===== src/rtl/sorted_list_engine_core_macros.svh =====
// Assertion macros shared by the RTL files.
`ifndef SORTED_LIST_ENGINE_CORE_MACROS_SVH
`define SORTED_LIST_ENGINE_CORE_MACROS_SVH

// The condition must hold at every clock edge outside reset.
`define SLE_ASSERT_ALWAYS(lbl, clk, rst_n, cond, msg) \
  lbl: assert property (@(posedge clk) disable iff (!rst_n) (cond)) else $error(msg);

// The consequent must hold in the cycle after the antecedent.
`define SLE_ASSERT_NEXT(lbl, clk, rst_n, ante, cons, msg) \
  lbl: assert property (@(posedge clk) disable iff (!rst_n) (ante) |=> (cons)) \
    else $error(msg);

`endif


===== src/rtl/sle_pkg.sv =====
package sle_pkg;

  localparam logic [2:0] REQ_INSERT  = 3'd0;
  localparam logic [2:0] REQ_PREPEND = 3'd1;
  localparam logic [2:0] REQ_APPEND  = 3'd2;
  localparam logic [2:0] REQ_REMOVE  = 3'd3;
  localparam logic [2:0] REQ_READ    = 3'd4;

  localparam logic [1:0] ST_DONE  = 2'd0;
  localparam logic [1:0] ST_FULL  = 2'd1;
  localparam logic [1:0] ST_RANGE = 2'd2;

  typedef struct packed {
    logic load;
    logic cmp;
    logic exec;
    logic chk;
    logic fin;
  } sle_cmd_t;

  typedef struct packed {
    logic out_busy;
  } sle_sts_t;

endpackage


===== src/rtl/sle_ctrl.sv =====
module sle_ctrl
  import sle_pkg::*;
(
  input  logic     clk_i,
  input  logic     rst_ni,
  input  logic     in_fire_i,
  input  sle_sts_t sts_i,
  output logic     idle_o,
  output sle_cmd_t cmd_o
);

  localparam logic [2:0] S_IDLE = 3'd0;
  localparam logic [2:0] S_CMP  = 3'd1;
  localparam logic [2:0] S_EXEC = 3'd2;
  localparam logic [2:0] S_CHK  = 3'd3;
  localparam logic [2:0] S_FIN  = 3'd4;

  logic [2:0] state_q, state_d;

  always_comb begin
    state_d = state_q;
    cmd_o = '0;
    case (state_q)
      S_IDLE: begin
        if (in_fire_i) begin
          cmd_o.load = 1'b1;
          state_d = S_CMP;
        end
      end
      S_CMP: begin
        cmd_o.cmp = 1'b1;
        state_d = S_EXEC;
      end
      S_EXEC: begin
        cmd_o.exec = 1'b1;
        state_d = S_CHK;
      end
      S_CHK: begin
        cmd_o.chk = 1'b1;
        state_d = S_FIN;
      end
      S_FIN: begin
        if (!sts_i.out_busy) begin
          cmd_o.fin = 1'b1;
          state_d = S_IDLE;
        end
      end
      default: begin
        state_d = S_IDLE;
      end
    endcase
  end

  assign idle_o = (state_q == S_IDLE);

  always_ff @(posedge clk_i or negedge rst_ni) begin
    if (!rst_ni) begin
      state_q <= S_IDLE;
    end else begin
      state_q <= state_d;
    end
  end

endmodule


===== src/rtl/sle_dp.sv =====
`include "sorted_list_engine_core_macros.svh"

module sle_dp
  import sle_pkg::*;
#(
  parameter int CAPACITY = 16
) (
  input  logic               clk_i,
  input  logic               rst_ni,
  input  sle_cmd_t           cmd_i,
  output sle_sts_t           sts_o,
  input  logic [2:0]         req_type_i,
  input  logic signed [31:0] item_value_i,
  input  logic [3:0]         position_i,
  input  logic               out_ready_i,
  output logic               out_valid_o,
  output logic signed [31:0] read_data_o,
  output logic [4:0]         entry_count_o,
  output logic               is_ascending_o,
  output logic               is_descending_o,
  output logic [1:0]         status_o
);

  localparam int CW = $clog2(CAPACITY + 1);
  localparam int PW = (CW > 4) ? CW : 4;

  logic [2:0]         req_q;
  logic signed [31:0] val_q;
  logic [3:0]         pos_q;
  logic signed [31:0] ent_q [CAPACITY];
  logic signed [31:0] ent_d [CAPACITY];
  logic [CW-1:0]      count_q, count_d;
  logic [CAPACITY-1:0] ge_q, ge_d, stay;
  logic [CAPACITY-1:0] asc_q, desc_q, asc_d, desc_d;
  logic [1:0]         st_q, st_d;
  logic signed [31:0] rd_q, rd_d;
  logic               out_valid_q;
  logic [CW+4:0]      count_ext;
  logic [PW-1:0]      pos_w, count_w;
  logic               full, pos_ok;

  assign pos_w   = PW'(pos_q);
  assign count_w = PW'(count_q);
  assign full    = (count_q == CW'(CAPACITY));
  assign pos_ok  = (pos_w < count_w);

  always_comb begin
    for (int k = 0; k < CAPACITY; k++) begin
      ge_d[k] = (CW'(k) < count_q) && (val_q >= ent_q[k]);
    end
  end

  for (genvar k = 0; k < CAPACITY; k++) begin : g_before
    always_comb begin
      case (req_q)
        REQ_INSERT: stay[k] = &ge_q[k:0];
        REQ_APPEND: stay[k] = (CW'(k) < count_q);
        default:    stay[k] = 1'b0;
      endcase
    end
  end

  always_comb begin
    count_d = count_q;
    st_d = ST_DONE;
    rd_d = '0;
    for (int k = 0; k < CAPACITY; k++) begin
      ent_d[k] = ent_q[k];
    end
    case (req_q)
      REQ_INSERT, REQ_PREPEND, REQ_APPEND: begin
        if (full) begin
          st_d = ST_FULL;
        end else begin
          count_d = count_q + CW'(1);
          for (int k = 0; k < CAPACITY; k++) begin
            if (stay[k]) begin
              ent_d[k] = ent_q[k];
            end else if (k == 0) begin
              ent_d[k] = val_q;
            end else if (stay[k-1]) begin
              ent_d[k] = val_q;
            end else begin
              ent_d[k] = ent_q[k-1];
            end
          end
        end
      end
      REQ_REMOVE: begin
        if (!pos_ok) begin
          st_d = ST_RANGE;
        end else begin
          count_d = count_q - CW'(1);
          for (int k = 0; k < CAPACITY - 1; k++) begin
            if (PW'(k) >= pos_w) begin
              ent_d[k] = ent_q[k+1];
            end
          end
        end
      end
      REQ_READ: begin
        if (!pos_ok) begin
          st_d = ST_RANGE;
        end else begin
          for (int k = 0; k < CAPACITY && k < 16; k++) begin
            if (pos_q == 4'(k)) begin
              rd_d = ent_q[k];
            end
          end
        end
      end
      default: begin
        st_d = ST_DONE;
      end
    endcase
  end

  always_comb begin
    asc_d[0] = 1'b1;
    desc_d[0] = 1'b1;
    for (int k = 1; k < CAPACITY; k++) begin
      asc_d[k]  = (CW'(k) >= count_q) || (ent_q[k] >= ent_q[k-1]);
      desc_d[k] = (CW'(k) >= count_q) || (ent_q[k] <= ent_q[k-1]);
    end
  end

  always_ff @(posedge clk_i) begin
    if (cmd_i.load) begin
      req_q <= req_type_i;
      val_q <= item_value_i;
      pos_q <= position_i;
    end
    if (cmd_i.cmp) begin
      ge_q <= ge_d;
    end
    if (cmd_i.exec) begin
      for (int k = 0; k < CAPACITY; k++) begin
        ent_q[k] <= ent_d[k];
      end
      st_q <= st_d;
      rd_q <= rd_d;
    end
    if (cmd_i.chk) begin
      asc_q <= asc_d;
      desc_q <= desc_d;
    end
    if (cmd_i.fin) begin
      read_data_o <= rd_q;
      entry_count_o <= count_ext[4:0];
      is_ascending_o <= &asc_q;
      is_descending_o <= &desc_q;
      status_o <= st_q;
    end
  end

  always_ff @(posedge clk_i or negedge rst_ni) begin
    if (!rst_ni) begin
      count_q <= '0;
      out_valid_q <= 1'b0;
    end else begin
      if (cmd_i.exec) begin
        count_q <= count_d;
      end
      if (cmd_i.fin) begin
        out_valid_q <= 1'b1;
      end else if (out_ready_i) begin
        out_valid_q <= 1'b0;
      end
    end
  end

  assign count_ext = {5'b0, count_q};
  assign out_valid_o = out_valid_q;
  assign sts_o.out_busy = out_valid_q && !out_ready_i;

  `SLE_ASSERT_ALWAYS(a_count_cap, clk_i, rst_ni, count_q <= CW'(CAPACITY), "count over capacity")
  `SLE_ASSERT_NEXT(a_full_hold, clk_i, rst_ni, cmd_i.exec && st_d == ST_FULL, count_q == CW'(CAPACITY), "full insert changed count")
  `SLE_ASSERT_NEXT(a_read_zero, clk_i, rst_ni, cmd_i.fin && st_q != ST_DONE, read_data_o == '0, "read data on failed request")

endmodule


===== src/rtl/sorted_list_engine_core.sv =====
// Sorted table engine. Requests enter on the s_axis channel, one item per
// request: tuser carries the request kind (insert sorted, prepend, append,
// remove at index, read at index), tdata carries the value and the index.
// Each request gives exactly one result item on the m_axis channel with the
// read value, entry count, ascending and descending flags and a status.
// An item is taken at a clock edge where tvalid and tready are both high.
// After a request is accepted it is handled in steps: compare the value against
// all entries, shift the entry cells in parallel, compare neighbors, and
// register the result, after which the result item is valid. Requests are
// handled one at a time, so a new request is taken only once the last one has
// registered its result.
// If the receiver stalls, the result register holds its item and the next
// request waits at the end of its work until the register is free.
// Reset clears the entry count and drops any pending result; entry storage
// is not cleared since only entries below the count are ever used.
`include "sorted_list_engine_core_macros.svh"

module sorted_list_engine_core
  import sle_pkg::*;
#(
  parameter int CAPACITY = 16
) (
  input  logic        clk_i,
  input  logic        rst_ni,
  input  logic        s_axis_tvalid_i,
  output logic        s_axis_tready_o,
  // item_value[31:0], position[35:32], zero pad [39:36]
  input  logic [39:0] s_axis_tdata_i,
  // req_type[2:0]
  input  logic [2:0]  s_axis_tuser_i,
  output logic        m_axis_tvalid_o,
  input  logic        m_axis_tready_i,
  // read_data[31:0], entry_count[36:32], is_ascending[37], is_descending[38],
  // status[40:39], zero pad [47:41]
  output logic [47:0] m_axis_tdata_o
);

  sle_cmd_t           cmd;
  sle_sts_t           sts;
  logic               idle;
  logic               in_fire;
  logic signed [31:0] read_data;
  logic [4:0]         entry_count;
  logic               is_asc, is_desc;
  logic [1:0]         status;

  assign s_axis_tready_o = idle;
  assign in_fire = s_axis_tvalid_i && idle;

  sle_ctrl u_ctrl (
    .clk_i     (clk_i),
    .rst_ni    (rst_ni),
    .in_fire_i (in_fire),
    .sts_i     (sts),
    .idle_o    (idle),
    .cmd_o     (cmd)
  );

  sle_dp #(
    .CAPACITY (CAPACITY)
  ) u_dp (
    .clk_i           (clk_i),
    .rst_ni          (rst_ni),
    .cmd_i           (cmd),
    .sts_o           (sts),
    .req_type_i      (s_axis_tuser_i),
    .item_value_i    (s_axis_tdata_i[31:0]),
    .position_i      (s_axis_tdata_i[35:32]),
    .out_ready_i     (m_axis_tready_i),
    .out_valid_o     (m_axis_tvalid_o),
    .read_data_o     (read_data),
    .entry_count_o   (entry_count),
    .is_ascending_o  (is_asc),
    .is_descending_o (is_desc),
    .status_o        (status)
  );

  assign m_axis_tdata_o = {7'b0, status, is_desc, is_asc, entry_count, read_data};

  `SLE_ASSERT_NEXT(a_no_accept_busy, clk_i, rst_ni, in_fire, !s_axis_tready_o, "accepted while busy")
  `SLE_ASSERT_ALWAYS(a_status_code, clk_i, rst_ni, !m_axis_tvalid_o || status != 2'd3, "bad status code")
  `SLE_ASSERT_ALWAYS(a_count_range, clk_i, rst_ni, !m_axis_tvalid_o || entry_count <= 5'(CAPACITY) || CAPACITY > 31, "count out of range")

endmodule


===== config.mk =====
export PLATFORM = sky130hd
export DESIGN_NAME = sorted_list_engine_core
export DESIGN_NICKNAME = d
export VERILOG_FILES = /design/src/rtl/sle_pkg.sv /design/src/rtl/sle_ctrl.sv /design/src/rtl/sle_dp.sv /design/src/rtl/sorted_list_engine_core.sv
export VERILOG_INCLUDE_DIRS = /design/src /design/src/rtl
export SDC_FILE = /design/constraint.sdc
export NUM_CORES = 2
export LEC_CHECK = 0
export ABC_AREA = 0
export CAP_MARGIN = 20
export CORE_AREA = 2 2 358 360
export DETAILED_ROUTE_END_ITERATION = 12
export DIE_AREA = 0 0 360 362
export DONT_BUFFER_PORTS = 1
export PLACE_DENSITY = 0.64
export SYNTH_ARGS = -nofsm -noshare
export SYNTH_HDL_FRONTEND = slang
export SYNTH_SLANG_ARGS = --single-unit

===== constraint.sdc =====
create_clock -name clk_i -period 5.8 [get_ports clk_i]
set_input_delay 1.16 -clock clk_i [delete_from_list [all_inputs] [get_ports clk_i]]
set_output_delay 1.16 -clock clk_i [all_outputs]
set_load 0.1 [all_outputs]

# Word level (Yosys, flattened, before mapping)
# Memory sizes are Yosys's and may differ from the RTL's.
# Cells that the tools add are included.
[totals] inputBits=47 ram_bits=512 n_memories=1 regBits=169
[op_classes] reduce_logical=76 order_cmp=93 eq_ne=28 add_sub_neg=2 n_mux=102
[mem_list] memory="u_dp.ent_q" depth=16 width=32 read_ports=16 rd_ports_with_merged_regs=0 write_ports=16 line_no="sle_dp.sv:30" rtl="logic signed [31:0] ent_q [CAPACITY];"
[op_table] cell="two-way mux 32 bit" count=63
[op_table] cell="greater-or-equal comparator 32 bit" count=31
[op_table] cell="one-hot mux 480 bit (2 select lines)" count=1
[op_table] cell="two-way mux 512 bit" count=1
[op_table] cell="<= comparator 32 bit" count=15
[op_table] cell="two-way mux 480 bit" count=1
[op_table] cell="AND reduction 15 bit" count=3
[op_table] cell="greater-or-equal comparator 4 x 5 -> 1 bit, first input constant" count=8
[op_table] cell="less-than comparator 4 x 5 -> 1 bit, first input constant" count=8
[op_table] cell="equality test 4 bit, second input constant" count=8
[op_table] cell="one-hot mux 1 bit (2 select lines)" count=16
[op_table] cell="logical OR 1 bit" count=30
[op_table] cell="greater-or-equal comparator 4 bit, first input constant" count=7
[op_table] cell="greater-or-equal comparator 3 x 5 -> 1 bit, first input constant" count=4
[op_table] cell="less-than comparator 3 x 5 -> 1 bit, first input constant" count=4
[op_table] cell="logical AND 1 bit" count=18
[op_table] cell="equality test 4 x 3 -> 1 bit, second input constant" count=4
[op_table] cell="greater-or-equal comparator 3 x 4 -> 1 bit, first input constant" count=4
[op_table] cell="AND reduction 16 bit" count=1
[op_table] cell="one-hot mux 3 bit (5 select lines)" count=1
[op_table] cell="AND reduction 14 bit" count=1
[op_table] cell="AND reduction 13 bit" count=1
[op_table] cell="equality test 3 x 2 -> 1 bit, second input constant" count=4
[op_table] cell="two-way mux 1 bit" count=12
[op_table] cell="other kinds (38)" count=55

# Logic depth before layout (Yosys ltp)
[depth] depth_word=17 depth_mapped=10 mapped_depth_nobuf=9

# Hierarchy
# From an unflattened synthesis, not the netlist that was laid out.
[unflattened] cells_unflattened=5882 area_unflattened_um2=58307.2
[by_module_without_submodules] module="sle_dp" seq_area_each_um2=20329.5 cells_each=5854 area_per_inst_um2=58059.4 instances=1
[by_module_without_submodules] module="sle_ctrl" seq_area_each_um2=75.1 cells_each=17 area_per_inst_um2=170.2 instances=1
[by_module_without_submodules] module="sorted_list_engine_core" seq_area_each_um2=0.0 cells_each=11 area_per_inst_um2=77.6 instances=1

# Worst setup path before layout
# Ideal clock, no wire load.
[synth_path] path_kind="flip-flop to flip-flop" start="register u_dp.count_q[1] (netlist name)" end="memory u_dp.ent_q[12][0], enable pin" slack_ps=1176 path_buffers=0 arrival_ps=4143 setup_time_ps=480 required_ps=5320 path_stages_with_launch=8 cell_sequence="dfrtp_1 > inv_1 > ha_1 > a21o_1 > a21o_1 > a21oi_1 > o31ai_2 > a311oi_1"
[synth_rtl] element="end: declaration" line_no="sle_dp.sv:30"

# Final worst setup path
[layout_path] start="register u_dp.pos_q[2]" end="register u_dp.rd_q[18] (data pin)"
[layout_via] elab_chain_len=17
[layout_lines] element="start: declaration" line_no="sle_dp.sv:29" rtl="logic [3:0] pos_q;"
[layout_lines] element="start signal: assignment" line_no="sle_dp.sv:131" rtl="pos_q <= position_i;"
[layout_lines] element="zero test 4 bit" line_no="sle_dp.sv:106" rtl="if (pos_q == 4'(k)) begin"
[layout_lines] element="two-way mux 32 bit (16 in series)" line_no="sle_dp.sv:106"
[layout_lines] element="end signal: assignment" line_no="sle_dp.sv:141" rtl="rd_q <= rd_d;"
[layout_lines] element="end: declaration" line_no="sle_dp.sv:36" rtl="logic signed [31:0] rd_q, rd_d;"
# Parallel ways exist; a longest one is shown, timed or not.
# A chain may end at the register's enable or synchronous reset.

==> PnR_summary.wiki <==
{| class="wikitable"
! Metric !! Value
|-
| Clock Skews || 32.78 ps
|-
| Endpoint of the lowest-slack register-to-register path || u_dp.rd_q[18]
|-
| Setup CP Type || reg2reg
|-
| Warnings from Yosys || 0
|-
| Fmax achieved || 229.5 MHz
|-
| Static leakage || between 20 and 30 nW
|-
| Number of buffers added to fix hold violations after cts || 0
|-
| Starting density of the core || 0.4649
|-
| Kind of path behind the tightest hold check || in2async
|-
| Required time at the endpoint of the critical path || around 6000 ps
|-
| Fin. max-slew vios || 0
|-
| Number of nets at the end of the flow || roughly 7,000
|-
| Count of placed standard cells including taps || ~7,600
|-
| GRT Util Overall || 0.3635
|-
| Largest net degree at the start of global routing || 197
|-
| CTS tree || yes
|-
| Area leader, netlist || edfxtp_1
|-
| Post-Synthesis Cells || 6,041
|-
| Area growth, synth to finish || 8.683%
|-
| Num rows || 131
|-
| Unique masters post-synth || just over 90
|-
| First-pass detailed-route iteration total || 7
|-
| Overflow left after global routing || 0
|-
| I/O pin total || 97
|-
| Clock tree buffer depth || 3
|-
| Synthesized area per cell || between 9 and 10 um2
|-
| Fraction of registers with async set or reset after synthesis || 0.01322
|-
| Total clock buffers created by CTS || 84
|-
| Overall Power || between 20 and 30 mW
|-
| Result of the run || finished, final reports clean
|-
| Most used flip-flop cell after synthesis || edfxtp_1
|-
| Startpoint of the most critical register-to-register path || u_dp.pos_q[2]
|-
| Remaining antenna violation count after routing || 0
|-
| Startpoint class of the critical path || flop
|-
| Mapped Area || slightly below 60,000 um2
|-
| Peak supply drop || approximately 0.00020 V
|-
| Area occupied by multi-input gates || roughly 35,000 um2
|-
| Vertical die dimension || approximately 360 um
|-
| Residual DRC count || 0
|-
| Master cell of the clock root buffer || clkbuf_16
|-
| Drt via density || roughly 7
|-
| DRT iter0 DRCs || between 7,000 and 8,000
|-
| Port Buffer Count || 0
|-
| First-pass GRT wire length || between 300,000 and 400,000 um
|-
| Crit end category || flop
|-
| Number of antenna violations at the first check in global routing || 19
|-
| Unrepaired setup endpoints after global routing || no
|-
| Setup TNS || 0 ps
|-
| Top-count cell post-synth || ha_1
|-
| Critical-path top delay cell || o21ai_0
|-
| Core Area || about 130,000 um2
|-
| Count of endpoints failing hold in the final timing report || 0
|-
| Total Die Area || 130,300 um2
|-
| Routed WL || about 250,000 um
|-
| Max-Slew Margin vs Limit || 0.1542
|-
| Routability congestion estimate from global placement || a little over 1
|-
| Count of vias placed by the detailed router || ~53,000
|-
| Proportion of synthesized chip area in sequential cells || 0.3464
|-
| Final setup violating endpoints || 0
|-
| Final period utilization || 0.7514
|-
| Clock-pin slew on the worst setup and hold paths || ~60 ps
|-
| Die extent in x || approximately 360 um
|-
| Reg-to-reg slack, setup || roughly 1400 ps
|-
| Yosys reg bits || slightly below 700
|-
| Worst-case reg-to-reg path depth || 9
|-
| Number of synthesized flops with an enable pin || roughly 670
|-
| Dominant cells by area after synthesis || edfxtp_1 34%, ha_1 21%, mux2i_1 7.2%
|-
| Cell type with the highest occurrence count on the critical path || buf_4
|-
| Storage cell area || a little over 20,000 um2
|-
| Count of maximum capacitance violations || 0
|-
| Slowest cell delay on critical path || 800 ps
|-
| Measured slew at the worst slew-check pin || about 1300 ps
|-
| Critical path peak fanout || 13
|-
| Area share of the largest cell type after synthesis || 0.3426
|-
| CP Cell Sequence || buf_4 > buf_4 > nor2b_1 > buf_4 > nand2_1 > o21ai_0 > a21oi_1 > o22a_1 > o21ai_0
|-
| Power per Cell Area || 424.6 nW/um2
|-
| Max H-tree Level || 3
|-
| Number of clock sinks || roughly 680
|-
| WP depth || 9
|-
| Final HPWL DP || 185,400 um
|-
| List of most frequent post-synthesis cells || 1,000 x ha_1, 672 x edfxtp_1, 554 x inv_1
|-
| Filler instances || about 12,000
|-
| Final critical path time including I/O delays and setup || around 4400 ps
|-
| Post-CTS Setup Repair Bufs || 0
|-
| Per-cell routed wire length || roughly 32 um
|-
| Cell family contributing the most delay on the critical path || compound AO/OA/AOI/OAI gates
|-
| Critical path buffer and inverter count || 3
|-
| Number of standard cells in the final layout excluding fillers || ~7,700
|-
| Worst-Skew Late Latency || 690 ps
|-
| Layout cells sized above 1 || 0.06999
|-
| Post-cts resize count || 0
|-
| Vias in the first global route || 49,700
|-
| Arrival time worst endpoint || ~4700 ps
|}
## cell families after synthesis
| logic type | share of synthesized area |
|---|---|
| flip-flops | 0.3464 |
| AO/OA/AOI/OAI | 0.1963 |
| adder cells (fa/ha/maj) | 0.2124 |
| buffers and inverters | 0.05905 |
| XOR/XNOR | 0.0007433 |
| other | 0.00006366 |
| multiplexers | 0.08636 |
| AND/OR/NAND/NOR | 0.09872 |
## cell type report
type	instances	area share
clock buffers	94	0.03375
repair buffers	162	0.02152
inverters	558	0.03271
multi-input cells	4505	0.5518
well taps	1662	0.03248
diodes	7	0.0002736
clock inverters	58	0.008755
flip-flops and latches	681	0.3187
## registers in the layout, summed over array words and instances (netlist names)
name	count
u_dp.is_descending_o	1
u_dp.ge_q	16
u_dp.val_q	32
u_dp.asc_q	15
u_dp.count_q	5
u_dp.st_q	2
u_ctrl.state_q	3
u_dp.status_o	2
u_dp.rd_q	32
u_dp.ent_q	512
u_dp.entry_count_o	5
u_dp.req_q	3
u_dp.desc_q	15
u_dp.out_valid_o	1
u_dp.read_data_o	32
u_dp.is_ascending_o	1
u_dp.pos_q	4
## stage by stage
stage	instance area, um2	hold WS (ps)	utilization	setup WS (ps)
after floorplan	58930	400.3	-	1176
after global placement	61210	401.0	0.4831	1800
after detailed placement	61210	404.5	0.4831	1798
after CTS	63930	146.8	0.5046	1768
after global routing	64010	166.6	0.5052	1553
final	64020	170.2	0.5053	1442
## worst max path at each step
stage,endpoint,slack (ps),startpoint
global placement,u_dp.rd_q[28],1800,u_dp.pos_q[0]
detailed placement,u_dp.rd_q[10],1800,u_dp.pos_q[2]
CTS,u_dp.rd_q[10],1770,u_dp.pos_q[1]
finish,u_dp.rd_q[18],1440,u_dp.pos_q[2]
global route,u_dp.rd_q[19],1550,u_dp.pos_q[2]
floorplan,u_dp.ent_q[12][0],1180,u_dp.count_q[1]
## cells in the final DEF, fill, tap and decap left out, types with 27 or more instances in the layout
cell type  netlist  routed
a221oi_1        34      34
a21oi_1        416     415
edfxtp_1       672     672
mux2i_1        425     425
o211ai_1        46      46
a21o_1         109     109
nand3_1         99      99
o21a_1          29      29
o22ai_1        511     510
nor3_1          95      85
o221ai_1        27      27
buf_4           27     143
nor2_1         314     307
inv_1          554     554
mux2_2          36      36
ha_1          1000    1000
nand2b_1        35      35
nand4_1        182     182
nor2b_1         42      40
a31oi_1         28      27
clkbuf_16        0      86
nand2_1        263     261
a211oi_1        70      68
o21ai_0        348     347
## metal layers
metal	vias to the layer above	share of wire	track usage
met3	505	0.12	0.1006
met2	3224	0.43	0.5417
li1	23350	-	-
met5	-	0.00023	0
met1	25950	0.41	0.4940
met4	10	0.046	0.1536
## power breakdown
group / internal, mW / leakage [nW] / switching, mW
Combinational: 4.35 / 19.2 / 8.64
Sequential: 7.15 / 6.26 / 1.53
Clock: 3.09 / 1.33 / 2.43
Total: 14.6 / 26.8 / 12.6
Power figures use the tool's default switching activity.
